$ cat src/rtl/pwm_input_capture_assert.svh
// Assertion macros shared by the PWM capture modules.
`ifndef PWM_INPUT_CAPTURE_ASSERT_SVH
`define PWM_INPUT_CAPTURE_ASSERT_SVH

// The condition holds at every clock edge out of reset.
`define PIC_ASSERT_ALWAYS(lbl, clk, rst_n, cond, msg) \
  lbl: assert property (@(posedge clk) disable iff (!rst_n) (cond)) else $error(msg);

// When the trigger holds, the condition holds in the same cycle.
`define PIC_ASSERT_IMPL(lbl, clk, rst_n, trig, cond, msg) \
  lbl: assert property (@(posedge clk) disable iff (!rst_n) (trig) |-> (cond)) \
    else $error(msg);

// When the trigger holds, the condition holds in the next cycle.
`define PIC_ASSERT_NEXT(lbl, clk, rst_n, trig, cond, msg) \
  lbl: assert property (@(posedge clk) disable iff (!rst_n) (trig) |=> (cond)) \
    else $error(msg);

`endif

$ cat src/rtl/pic_pkg.sv
// Shared constants, codes and types of the PWM input capture block.
package pic_pkg;

  localparam int CHANNELS    = 4;
  localparam int CH_IDX_W    = (CHANNELS > 1) ? $clog2(CHANNELS) : 1;
  localparam int QUEUE_DEPTH = 2;
  localparam int QPTR_W      = (QUEUE_DEPTH > 1) ? $clog2(QUEUE_DEPTH) : 1;
  localparam int QCNT_W      = $clog2(QUEUE_DEPTH + 1);

  typedef logic [63:0]         usec_t;
  typedef logic [31:0]         width_t;
  typedef logic [2:0]          chan_t;
  typedef logic [CH_IDX_W-1:0] ch_idx_t;

  typedef enum logic {
    CMD_EDGE = 1'b0,
    CMD_READ = 1'b1
  } cmd_t;

  typedef enum logic [2:0] {
    STAT_NEW      = 3'd0,
    STAT_NONE     = 3'd1,
    STAT_UNARMED  = 3'd2,
    STAT_BAD_CHAN = 3'd3,
    STAT_DISABLED = 3'd4
  } status_t;

  // Classified operation, as the front end hands it to the back end.
  typedef enum logic [1:0] {
    OP_EDGE,
    OP_READ,
    OP_READ_BAD,
    OP_READ_OFF
  } op_t;

  typedef struct packed {
    op_t     op;
    ch_idx_t ch;
    logic    level;
    usec_t   timestamp;
  } q_entry_t;

  typedef struct packed {
    logic     push;
    q_entry_t entry;
  } q_wr_t;

  typedef struct packed {
    logic     valid;
    q_entry_t entry;
  } q_rd_t;

endpackage

$ cat src/rtl/pic_if.sv
// Request and result channel interfaces of the PWM input capture block.
interface pic_in_if;
  import pic_pkg::*;

  logic  valid;
  logic  ready;
  logic  cmd;
  chan_t channel;
  logic  level;
  usec_t timestamp;

  modport source (output valid, output cmd, output channel, output level,
                  output timestamp, input ready);
  modport sink   (input valid, input cmd, input channel, input level,
                  input timestamp, output ready);
endinterface

interface pic_out_if;
  import pic_pkg::*;

  logic        valid;
  logic        ready;
  logic [2:0]  status;
  usec_t       pulse_start;
  width_t      high_width;
  usec_t       period_time;

  modport source (output valid, output status, output pulse_start, output high_width,
                  output period_time, input ready);
  modport sink   (input valid, input status, input pulse_start, input high_width,
                  input period_time, output ready);
endinterface

$ cat src/rtl/pic_front.sv
// Front end: enable register, request acceptance and classification.
module pic_front (
  input  logic          clk,
  input  logic          rst_n,
  input  logic          cfg_wr_en,
  input  logic          cfg_wr_data,
  pic_in_if.sink        in_ch,
  input  logic          q_full,
  output pic_pkg::q_wr_t q_wr
);
  import pic_pkg::*;

  localparam logic [3:0] CHAN_LIMIT = 4'(CHANNELS);

  logic enable_r;
  logic enable_nxt;
  logic accept;
  logic chan_ok;
  logic is_read;
  op_t  op;

  assign in_ch.ready = !q_full;
  assign accept      = in_ch.valid && in_ch.ready;
  assign chan_ok     = {1'b0, in_ch.channel} < CHAN_LIMIT;
  assign is_read     = (in_ch.cmd == CMD_READ);

  always_comb begin
    enable_nxt = cfg_wr_en ? cfg_wr_data : enable_r;
  end

  // Failing reads are decided here; the back end only sees the channel state.
  always_comb begin
    priority if (!is_read) begin
      op = OP_EDGE;
    end else if (!enable_r) begin
      op = OP_READ_OFF;
    end else if (!chan_ok) begin
      op = OP_READ_BAD;
    end else begin
      op = OP_READ;
    end
  end

  // Edges while disabled or on a channel out of range are dropped here.
  assign q_wr.push            = accept && (is_read || (enable_r && chan_ok));
  assign q_wr.entry.op        = op;
  assign q_wr.entry.ch        = in_ch.channel[CH_IDX_W-1:0];
  assign q_wr.entry.level     = in_ch.level;
  assign q_wr.entry.timestamp = in_ch.timestamp;

  always_ff @(posedge clk) begin
    if (!rst_n) begin
      enable_r <= 1'b0;
    end else begin
      enable_r <= enable_nxt;
    end
  end

endmodule

$ cat src/rtl/pic_queue.sv
// Short request queue between the front end and the back end.
`include "pwm_input_capture_assert.svh"

module pic_queue (
  input  logic           clk,
  input  logic           rst_n,
  input  pic_pkg::q_wr_t q_wr,
  output logic           q_full,
  output pic_pkg::q_rd_t q_rd,
  input  logic           q_pop
);
  import pic_pkg::*;

  localparam logic [QPTR_W-1:0] LAST_PTR = QPTR_W'(QUEUE_DEPTH - 1);
  localparam logic [QCNT_W-1:0] FULL_CNT = QCNT_W'(QUEUE_DEPTH);

  q_entry_t          mem_r [QUEUE_DEPTH];
  logic [QPTR_W-1:0] wr_ptr_r;
  logic [QPTR_W-1:0] wr_ptr_nxt;
  logic [QPTR_W-1:0] rd_ptr_r;
  logic [QPTR_W-1:0] rd_ptr_nxt;
  logic [QCNT_W-1:0] count_r;
  logic [QCNT_W-1:0] count_nxt;

  assign q_full      = (count_r == FULL_CNT);
  assign q_rd.valid  = (count_r != '0);
  assign q_rd.entry  = mem_r[rd_ptr_r];

  always_comb begin
    wr_ptr_nxt = wr_ptr_r;
    rd_ptr_nxt = rd_ptr_r;
    count_nxt  = count_r;
    if (q_wr.push) begin
      wr_ptr_nxt = (wr_ptr_r == LAST_PTR) ? '0 : wr_ptr_r + 1'b1;
    end
    if (q_pop) begin
      rd_ptr_nxt = (rd_ptr_r == LAST_PTR) ? '0 : rd_ptr_r + 1'b1;
    end
    unique case ({q_wr.push, q_pop})
      2'b10:   count_nxt = count_r + 1'b1;
      2'b01:   count_nxt = count_r - 1'b1;
      default: count_nxt = count_r;
    endcase
  end

  always_ff @(posedge clk) begin
    if (q_wr.push) begin
      mem_r[wr_ptr_r] <= q_wr.entry;
    end
  end

  always_ff @(posedge clk) begin
    if (!rst_n) begin
      wr_ptr_r <= '0;
      rd_ptr_r <= '0;
      count_r  <= '0;
    end else begin
      wr_ptr_r <= wr_ptr_nxt;
      rd_ptr_r <= rd_ptr_nxt;
      count_r  <= count_nxt;
    end
  end

  `PIC_ASSERT_ALWAYS(a_count_bound, clk, rst_n, count_r <= FULL_CNT, "queue count overflow")
  `PIC_ASSERT_IMPL(a_pop_not_empty, clk, rst_n, q_pop, count_r != '0, "pop from empty queue")

endmodule

$ cat src/rtl/pic_back.sv
// Back end: per-channel capture state, snapshot and result register.
`include "pwm_input_capture_assert.svh"

module pic_back (
  input  logic           clk,
  input  logic           rst_n,
  input  pic_pkg::q_rd_t q_rd,
  output logic           q_pop,
  pic_out_if.source      out_ch
);
  import pic_pkg::*;

  logic    phase_r  [CHANNELS];
  logic    phase_nxt [CHANNELS];
  logic    armed_r  [CHANNELS];
  logic    armed_nxt [CHANNELS];
  logic    fresh_r  [CHANNELS];
  logic    fresh_nxt [CHANNELS];
  usec_t   rise_r   [CHANNELS];
  usec_t   rise_nxt [CHANNELS];
  usec_t   period_r [CHANNELS];
  usec_t   period_nxt [CHANNELS];
  width_t  width_r  [CHANNELS];
  width_t  width_nxt [CHANNELS];

  usec_t   snap_start_r;
  usec_t   snap_start_nxt;
  width_t  snap_width_r;
  width_t  snap_width_nxt;
  usec_t   snap_period_r;
  usec_t   snap_period_nxt;
  logic    out_valid_r;
  logic    out_valid_nxt;
  status_t out_status_r;
  status_t out_status_nxt;

  ch_idx_t head_ch;
  logic    is_edge;
  logic    out_free;
  logic    pop_read;
  logic    take_snap;
  logic    do_toggle;
  usec_t   diff;
  status_t status;

  assign head_ch   = q_rd.entry.ch;
  assign is_edge   = (q_rd.entry.op == OP_EDGE);
  assign out_free  = !out_valid_r || out_ch.ready;
  assign q_pop     = q_rd.valid && (is_edge || out_free);
  assign pop_read  = q_pop && !is_edge;
  assign diff      = q_rd.entry.timestamp - rise_r[head_ch];
  assign do_toggle = q_pop && is_edge && (armed_r[head_ch] || q_rd.entry.level);

  always_comb begin
    unique case (q_rd.entry.op)
      OP_READ_OFF: status = STAT_DISABLED;
      OP_READ_BAD: status = STAT_BAD_CHAN;
      default: begin
        priority if (!armed_r[head_ch]) begin
          status = STAT_UNARMED;
        end else if (!fresh_r[head_ch]) begin
          status = STAT_NONE;
        end else begin
          status = STAT_NEW;
        end
      end
    endcase
  end

  assign take_snap = pop_read && (q_rd.entry.op == OP_READ) && (status == STAT_NEW);

  always_comb begin
    phase_nxt       = phase_r;
    armed_nxt       = armed_r;
    fresh_nxt       = fresh_r;
    rise_nxt        = rise_r;
    period_nxt      = period_r;
    width_nxt       = width_r;
    snap_start_nxt  = snap_start_r;
    snap_width_nxt  = snap_width_r;
    snap_period_nxt = snap_period_r;
    out_status_nxt  = out_status_r;
    out_valid_nxt   = out_valid_r && !out_ch.ready;

    if (do_toggle) begin
      armed_nxt[head_ch] = 1'b1;
      if (!phase_r[head_ch]) begin
        phase_nxt[head_ch]  = 1'b1;
        period_nxt[head_ch] = diff;
        rise_nxt[head_ch]   = q_rd.entry.timestamp;
      end else begin
        phase_nxt[head_ch] = 1'b0;
        width_nxt[head_ch] = diff[31:0];
        fresh_nxt[head_ch] = 1'b1;
      end
    end

    if (take_snap) begin
      fresh_nxt[head_ch] = 1'b0;
      snap_start_nxt     = rise_r[head_ch];
      snap_width_nxt     = width_r[head_ch];
      snap_period_nxt    = period_r[head_ch];
    end

    if (pop_read) begin
      out_valid_nxt  = 1'b1;
      out_status_nxt = status;
    end
  end

  always_ff @(posedge clk) begin
    if (!rst_n) begin
      for (int i = 0; i < CHANNELS; i++) begin
        phase_r[i]  <= 1'b0;
        armed_r[i]  <= 1'b0;
        fresh_r[i]  <= 1'b0;
        rise_r[i]   <= '0;
        period_r[i] <= '0;
        width_r[i]  <= '0;
      end
      snap_start_r  <= '0;
      snap_width_r  <= '0;
      snap_period_r <= '0;
      out_valid_r   <= 1'b0;
      out_status_r  <= STAT_NEW;
    end else begin
      phase_r       <= phase_nxt;
      armed_r       <= armed_nxt;
      fresh_r       <= fresh_nxt;
      rise_r        <= rise_nxt;
      period_r      <= period_nxt;
      width_r       <= width_nxt;
      snap_start_r  <= snap_start_nxt;
      snap_width_r  <= snap_width_nxt;
      snap_period_r <= snap_period_nxt;
      out_valid_r   <= out_valid_nxt;
      out_status_r  <= out_status_nxt;
    end
  end

  // The snapshot registers drive the result payload directly; they only
  // change when a read leaves the queue, which waits for a free result slot.
  assign out_ch.valid       = out_valid_r;
  assign out_ch.status      = out_status_r;
  assign out_ch.pulse_start = snap_start_r;
  assign out_ch.high_width  = snap_width_r;
  assign out_ch.period_time = snap_period_r;

  `PIC_ASSERT_NEXT(a_read_gives_result, clk, rst_n, pop_read, out_valid_r, "read lost its result")
  `PIC_ASSERT_NEXT(a_snap_clears_fresh, clk, rst_n, take_snap, !fresh_r[$past(head_ch)], "flag kept")
  `PIC_ASSERT_ALWAYS(a_unarmed_idle, clk, rst_n, armed_r[0] || (!phase_r[0] && !fresh_r[0]), "bad state")

endmodule

$ cat src/rtl/pwm_input_capture.sv
// Top level of the multi-channel PWM period and pulse-width capture block.
// Each request on in_ch is either a pin edge (cmd 0) or a read (cmd 1) for
// one channel. The block takes one request per clock cycle for as long as
// the result side keeps up: a front end checks the enable register and the
// channel range and drops edges that cannot count, a two-entry queue
// carries the rest, and a back end applies each request to the channel
// state, with a single 64-bit subtraction giving both period and high
// width. A read is written into the queue, and its result is then
// registered in the result register, which drives out_ch. The result then
// holds in the result register until out_ch accepts it. Edge requests
// produce no result. They wait for the result side only when a stalled
// read sits ahead of them in the queue.
// Reset clears all channel state and the snapshot at once, so no clearing
// pass is needed. The enable register should be written only while the
// block is idle.
module pwm_input_capture (
  input  logic      clk,
  input  logic      rst_n,
  input  logic      cfg_wr_en,
  input  logic      cfg_wr_data,
  pic_in_if.sink    in_ch,
  pic_out_if.source out_ch
);
  import pic_pkg::*;

  q_wr_t q_wr;
  q_rd_t q_rd;
  logic  q_full;
  logic  q_pop;

  // Front end: classification of each request.
  pic_front u_front (
    .clk         (clk),
    .rst_n       (rst_n),
    .cfg_wr_en   (cfg_wr_en),
    .cfg_wr_data (cfg_wr_data),
    .in_ch       (in_ch),
    .q_full      (q_full),
    .q_wr        (q_wr)
  );

  // Decoupling queue.
  pic_queue u_queue (
    .clk    (clk),
    .rst_n  (rst_n),
    .q_wr   (q_wr),
    .q_full (q_full),
    .q_rd   (q_rd),
    .q_pop  (q_pop)
  );

  // Back end: channel state, snapshot and results.
  pic_back u_back (
    .clk    (clk),
    .rst_n  (rst_n),
    .q_rd   (q_rd),
    .q_pop  (q_pop),
    .out_ch (out_ch)
  );

endmodule
$ cat src/flat_wrapper.sv
// flat-port wrapper written by rule: the top's interface ports become plain ports
module pwm_input_capture_flat import pic_pkg::*;
  (clk, rst_n, cfg_wr_en, cfg_wr_data, in_ch_valid, in_ch_cmd, in_ch_channel, in_ch_level, in_ch_timestamp, in_ch_ready, out_ch_valid, out_ch_status, out_ch_pulse_start, out_ch_high_width, out_ch_period_time, out_ch_ready);
  pic_in_if in_ch_i ();
  pic_out_if out_ch_i ();
  input  logic clk;
  input  logic rst_n;
  input  logic cfg_wr_en;
  input  logic cfg_wr_data;
  input wire logic [$bits(in_ch_i.valid)-1:0] in_ch_valid;
  input wire logic [$bits(in_ch_i.cmd)-1:0] in_ch_cmd;
  input wire logic [$bits(in_ch_i.channel)-1:0] in_ch_channel;
  input wire logic [$bits(in_ch_i.level)-1:0] in_ch_level;
  input wire logic [$bits(in_ch_i.timestamp)-1:0] in_ch_timestamp;
  output wire logic [$bits(in_ch_i.ready)-1:0] in_ch_ready;
  output wire logic [$bits(out_ch_i.valid)-1:0] out_ch_valid;
  output wire logic [$bits(out_ch_i.status)-1:0] out_ch_status;
  output wire logic [$bits(out_ch_i.pulse_start)-1:0] out_ch_pulse_start;
  output wire logic [$bits(out_ch_i.high_width)-1:0] out_ch_high_width;
  output wire logic [$bits(out_ch_i.period_time)-1:0] out_ch_period_time;
  input wire logic [$bits(out_ch_i.ready)-1:0] out_ch_ready;
  assign in_ch_i.valid = in_ch_valid;
  assign in_ch_i.cmd = in_ch_cmd;
  assign in_ch_i.channel = in_ch_channel;
  assign in_ch_i.level = in_ch_level;
  assign in_ch_i.timestamp = in_ch_timestamp;
  assign in_ch_ready = in_ch_i.ready;
  assign out_ch_valid = out_ch_i.valid;
  assign out_ch_status = out_ch_i.status;
  assign out_ch_pulse_start = out_ch_i.pulse_start;
  assign out_ch_high_width = out_ch_i.high_width;
  assign out_ch_period_time = out_ch_i.period_time;
  assign out_ch_i.ready = out_ch_ready;
  pwm_input_capture u_core (.clk(clk), .rst_n(rst_n), .cfg_wr_en(cfg_wr_en), .cfg_wr_data(cfg_wr_data), .in_ch(in_ch_i), .out_ch(out_ch_i));
endmodule
$ cat config.mk
export PLATFORM = sky130hd
export DESIGN_NAME = pwm_input_capture_flat
export DESIGN_NICKNAME = d
export VERILOG_FILES = /design/src/rtl/pic_pkg.sv /design/src/rtl/pic_if.sv /design/src/rtl/pic_front.sv /design/src/rtl/pic_queue.sv /design/src/rtl/pic_back.sv /design/src/rtl/pwm_input_capture.sv /design/src/flat_wrapper.sv
export VERILOG_INCLUDE_DIRS = /design/src /design/src/rtl
export SDC_FILE = /design/constraint.sdc
export NUM_CORES = 2
export LEC_CHECK = 0
export ABC_AREA = 1
export BUFFER_PORTS_ARGS = -buffer_cell sky130_fd_sc_hd__buf_2
export CORE_UTILIZATION = 25
export CTS_CLUSTER_SIZE = 20
export DETAILED_ROUTE_END_ITERATION = 12
export PLACE_DENSITY = 0.43
export SLEW_MARGIN = 15
export SYNTH_ARGS = -nofsm -noshare
export SYNTH_HDL_FRONTEND = slang
export SYNTH_SLANG_ARGS = --single-unit
$ cat constraint.sdc
create_clock -name clk -period 14.65 [get_ports clk]
set_input_delay 2.93 -clock clk [delete_from_list [all_inputs] [get_ports clk]]
set_output_delay 2.93 -clock clk [all_outputs]
set_load 0.02 [all_outputs]
==> impl_metrics.csv <==
group,metric,value,unit
die,io_pins,240,
die,floorplan.initialDensity,25.2,%
sta,setup_tns,0,ps
final_layout,multiInputGateArea,0.0182,mm^2
global_route,groute.layer.met2.usage,29.0,%
critical_path,cp-start-kind,"flip-flop",
cts,cts_root_buf,"clkbuf_16",
job,cap_violations,0,
min_path,holdPathStages,2,
final_layout,fillers,18657,
sta,setup_viol,0,
logic_synthesis,synth_common_cells,"nand2_1, inv_1, dfxtp_1, a21oi_1, o21ai_0",
power_and_ir_drop,power_density,190,mW/mm^2
global_route,grt_pass1_wl,241000,um
sta,finalCritPeriodShare,45.3,%
logic_synthesis,ys_types,51,
detailed_routing,wire_per_inst,20.2,um
logic_synthesis,yosysTopAreaCell,"dfxtp_1",
global_route,met1_usage,25.2,%
place,finalWeightedCongestion,0.919,
sta,period_needed,6630,ps
detailed_routing,drc,0,
detailed_routing,vias_per_cell,4.74,
place,io_buffers,239,
logic_synthesis,ys_warn_count,0,
critical_path,critPathTopFamily,"simple AND/OR/NAND/NOR gates",
logic_synthesis,async_flop_share,0,%
logic_synthesis,syn_area,0.0435,mm^2
critical_path,crit_required,15260,ps
critical_path,slowest_stage,"a221oi_1",
die,die_y,419,um
cts,clk_pin_slew,60,ps
final_layout,utilization,29.1,%
critical_path,crit_type,"flip-flop to flip-flop",
final_layout,final_cell_count_no_fill,8117,
critical_path,arrival,7240,ps
detailed_routing,first_pass_iters,6,
final_layout,drive_above_1_share,10.5,%
sta,finalHoldViolCount,0,
global_route,top_usage_layer,"met2",
logic_synthesis,synth_edf_count,138,
cts,cts_tree,"yes",
min_path,hold_path.class,"flip-flop to flip-flop",
final_layout,area_growth_syn_to_layout,15.1,%
run_status,status,"completed",
sta,tightest_slew,1330,ps
cts,ctsHoldBuffers,0,
logic_synthesis,synthCells,5666,
critical_path,crit_cells,19,
sta,slew_violations,0,
die,dieArea,0.175,mm^2
final_layout,regArea,0.0206,mm^2
final_layout,num-nets-final,5835,
critical_path,timing.rr.end,"u_core.u_back.period_r[177]",
critical_path,cp-endpoint,"u_core.u_back.period_r[177]",
cts,htreeDepth,3,
place,postPlaceCellArea,0.0465,mm^2
logic_synthesis,synth-main-ff-cell,"dfxtp_1",
critical_path,ff2ff_setup_slack,8020,ps
die,rows,152,
place,dp_cells,7916,
sta,clock.fmax,151,MHz
logic_synthesis,ys_seq_area_share,47.4,%
place,hpwl,109000,um
global_route,grt-ovfl-total,0,
critical_path,cp-end-kind,"flip-flop",
detailed_routing,antenna_left,0,
die,dieWidth,419,um
critical_path,crit_path_max_fanout,58,
global_route,antenna_found_initial,19,
cts,numCtsBuffers,110,
final_layout,final_area,0.0500,mm^2
cts,post_cts_buffers,0,
critical_path,slowest_delay,730,ps
global_route,met3_usage,2.79,%
logic_synthesis,yosysMostFrequentCell,"nand2_1",
logic_synthesis,syn-num-nets,5783,
logic_synthesis,ys_top_cells_by_area,"dfxtp_1, nand2_1, edfxtp_1",
global_route,grt_pass1_vias,35548,
cts,post_cts_resized,0,
die,core,0.172,mm^2
detailed_routing,drt_wl_total,164000,um
power_and_ir_drop,peakVddDrop,0.122,mV
cts,cts_sinks,960,
critical_path,crit_buf_inv,5,
logic_synthesis,avgSynthCellArea,7.67,um^2
critical_path,rr_worst_depth,19,
sta,grt_setup_unrepaired,"no",
global_route,grt_max_degree,184,
logic_synthesis,yosysTopAreaCellShare,37.9,%
global_route,grt_usage,18.2,%
cts,clockBufferDepth,3,
sta,fin_skew,32.7,ps
power_and_ir_drop,p_leak,20.6,nW
sta,relSlewSlack,10.1,%
detailed_routing,first_iter_violations,3000,
critical_path,crit_path_cell_trace,"inv_4, nand2_4, nand2_4, nand2_4, buf_4, o22ai_1, a221oi_1, ha_1, nand2_1, nor2_1, inv_1, nor2_1, inv_1, nor3_1, nand3_1, nand4_1, nand3_1, nand2_1, inv_1",
logic_synthesis,yosys_register_bits,960,
cts,clk_latency,740,ps
detailed_routing,num_vias,38443,
## power breakdown
group / leakage [nW] / internal, mW / switching (mW)
logic: 11.0 / 0.841 / 3.07
clock network: 1.72 / 1.60 / 1.14
registers: 7.89 / 2.79 / 0.0550
total: 20.6 / 5.23 / 4.27
## flip-flops by register name, indices dropped and copies added (netlist names), named ones only
signal,flops
u_core.u_back.armed_r,4
u_core.u_back.period_r,256
u_core.u_back.out_ch.high_width,32
u_core.u_back.out_ch.period_time,64
u_core.u_back.out_ch.pulse_start,64
u_core.u_queue.mem_r,138
u_core.u_back.width_r,128
u_core.u_queue.wr_ptr_r,1
u_core.u_back.fresh_r,4
u_core.u_front.enable_r,1
u_core.u_back.rise_r,256
u_core.u_back.out_ch.valid,1
u_core.u_queue.count_r,2
u_core.u_queue.rd_ptr_r,1
u_core.u_back.out_ch.status,3
## cells in the final DEF, fill, tap and decap left out, types with 136 or more instances in the layout
master,n
nand2_1,1177
inv_1,822
dfxtp_1,821
a21oi_1,623
o21ai_0,460
nand3_1,335
buf_2,238
o22ai_1,185
edfxtp_1,138
a221oi_1,136
## tightest hold or removal path, stage by stage, from the launching register on
cell and delay [ps]:
dfxtp_1 310, inv_1 50, a21oi_1 50
## kinds of logic (layout without fill, tap and decap cells)
kind of cell | count (synthesis) | after routing | synth area share, %
simple gates | 1799 | 1799 | 17.8
flops | 960 | 960 | 47.4
mux | 1 | 1 | 0.0230
compound gates | 1631 | 1631 | 21.6
fa+ha+maj | 42 | 42 | 1.23
buf+inv | 1201 | 1341 | 10.9
other cells | 0 | 1 | 0
xor+xnor | 32 | 32 | 1.06
## through the flow
step	setup slack [ps]	total power, mW	hold WS, ps
CTS	8020	9.58	446
global route	7700	10.0	464
global placement	8030	6.80	434
finish	8020	9.50	448
floorplan	7950	5.26	424
detailed placement	8050	6.81	437
## worst min path at each step
stage | to | from | slack [ps]
after global routing | u_core.u_back.rise_r[148] | u_core.u_back.rise_r[148] | 460
final | u_core.u_back.rise_r[148] | u_core.u_back.rise_r[148] | 450
after floorplan | u_core.u_back.rise_r[148] | u_core.u_back.rise_r[148] | 420
after detailed placement | u_core.u_back.rise_r[148] | u_core.u_back.rise_r[148] | 440
after CTS | u_core.u_back.rise_r[148] | u_core.u_back.rise_r[148] | 450
after global placement | u_core.u_back.rise_r[148] | u_core.u_back.rise_r[148] | 430
## layer usage
layer  vias to the layer above  part of all wire, %
li1                      18923                    -
met1                     18309                   47
met2                       971                   45
met3                       206                  5.2
met4                        34                  2.3
met5                         -                 0.14
## layout make-up
class | instances | area share [%]
inverters | 858 | 6.49
repair buffers | 283 | 3.15
well taps | 2310 | 5.78
clock inverters | 34 | 0.651
clock buffers | 166 | 6.38
flip-flops and latches | 960 | 41.2
diodes | 1 | 0.00500
multi-input cells | 3505 | 36.3
Note: power is estimated with default switching activity, not from simulation.
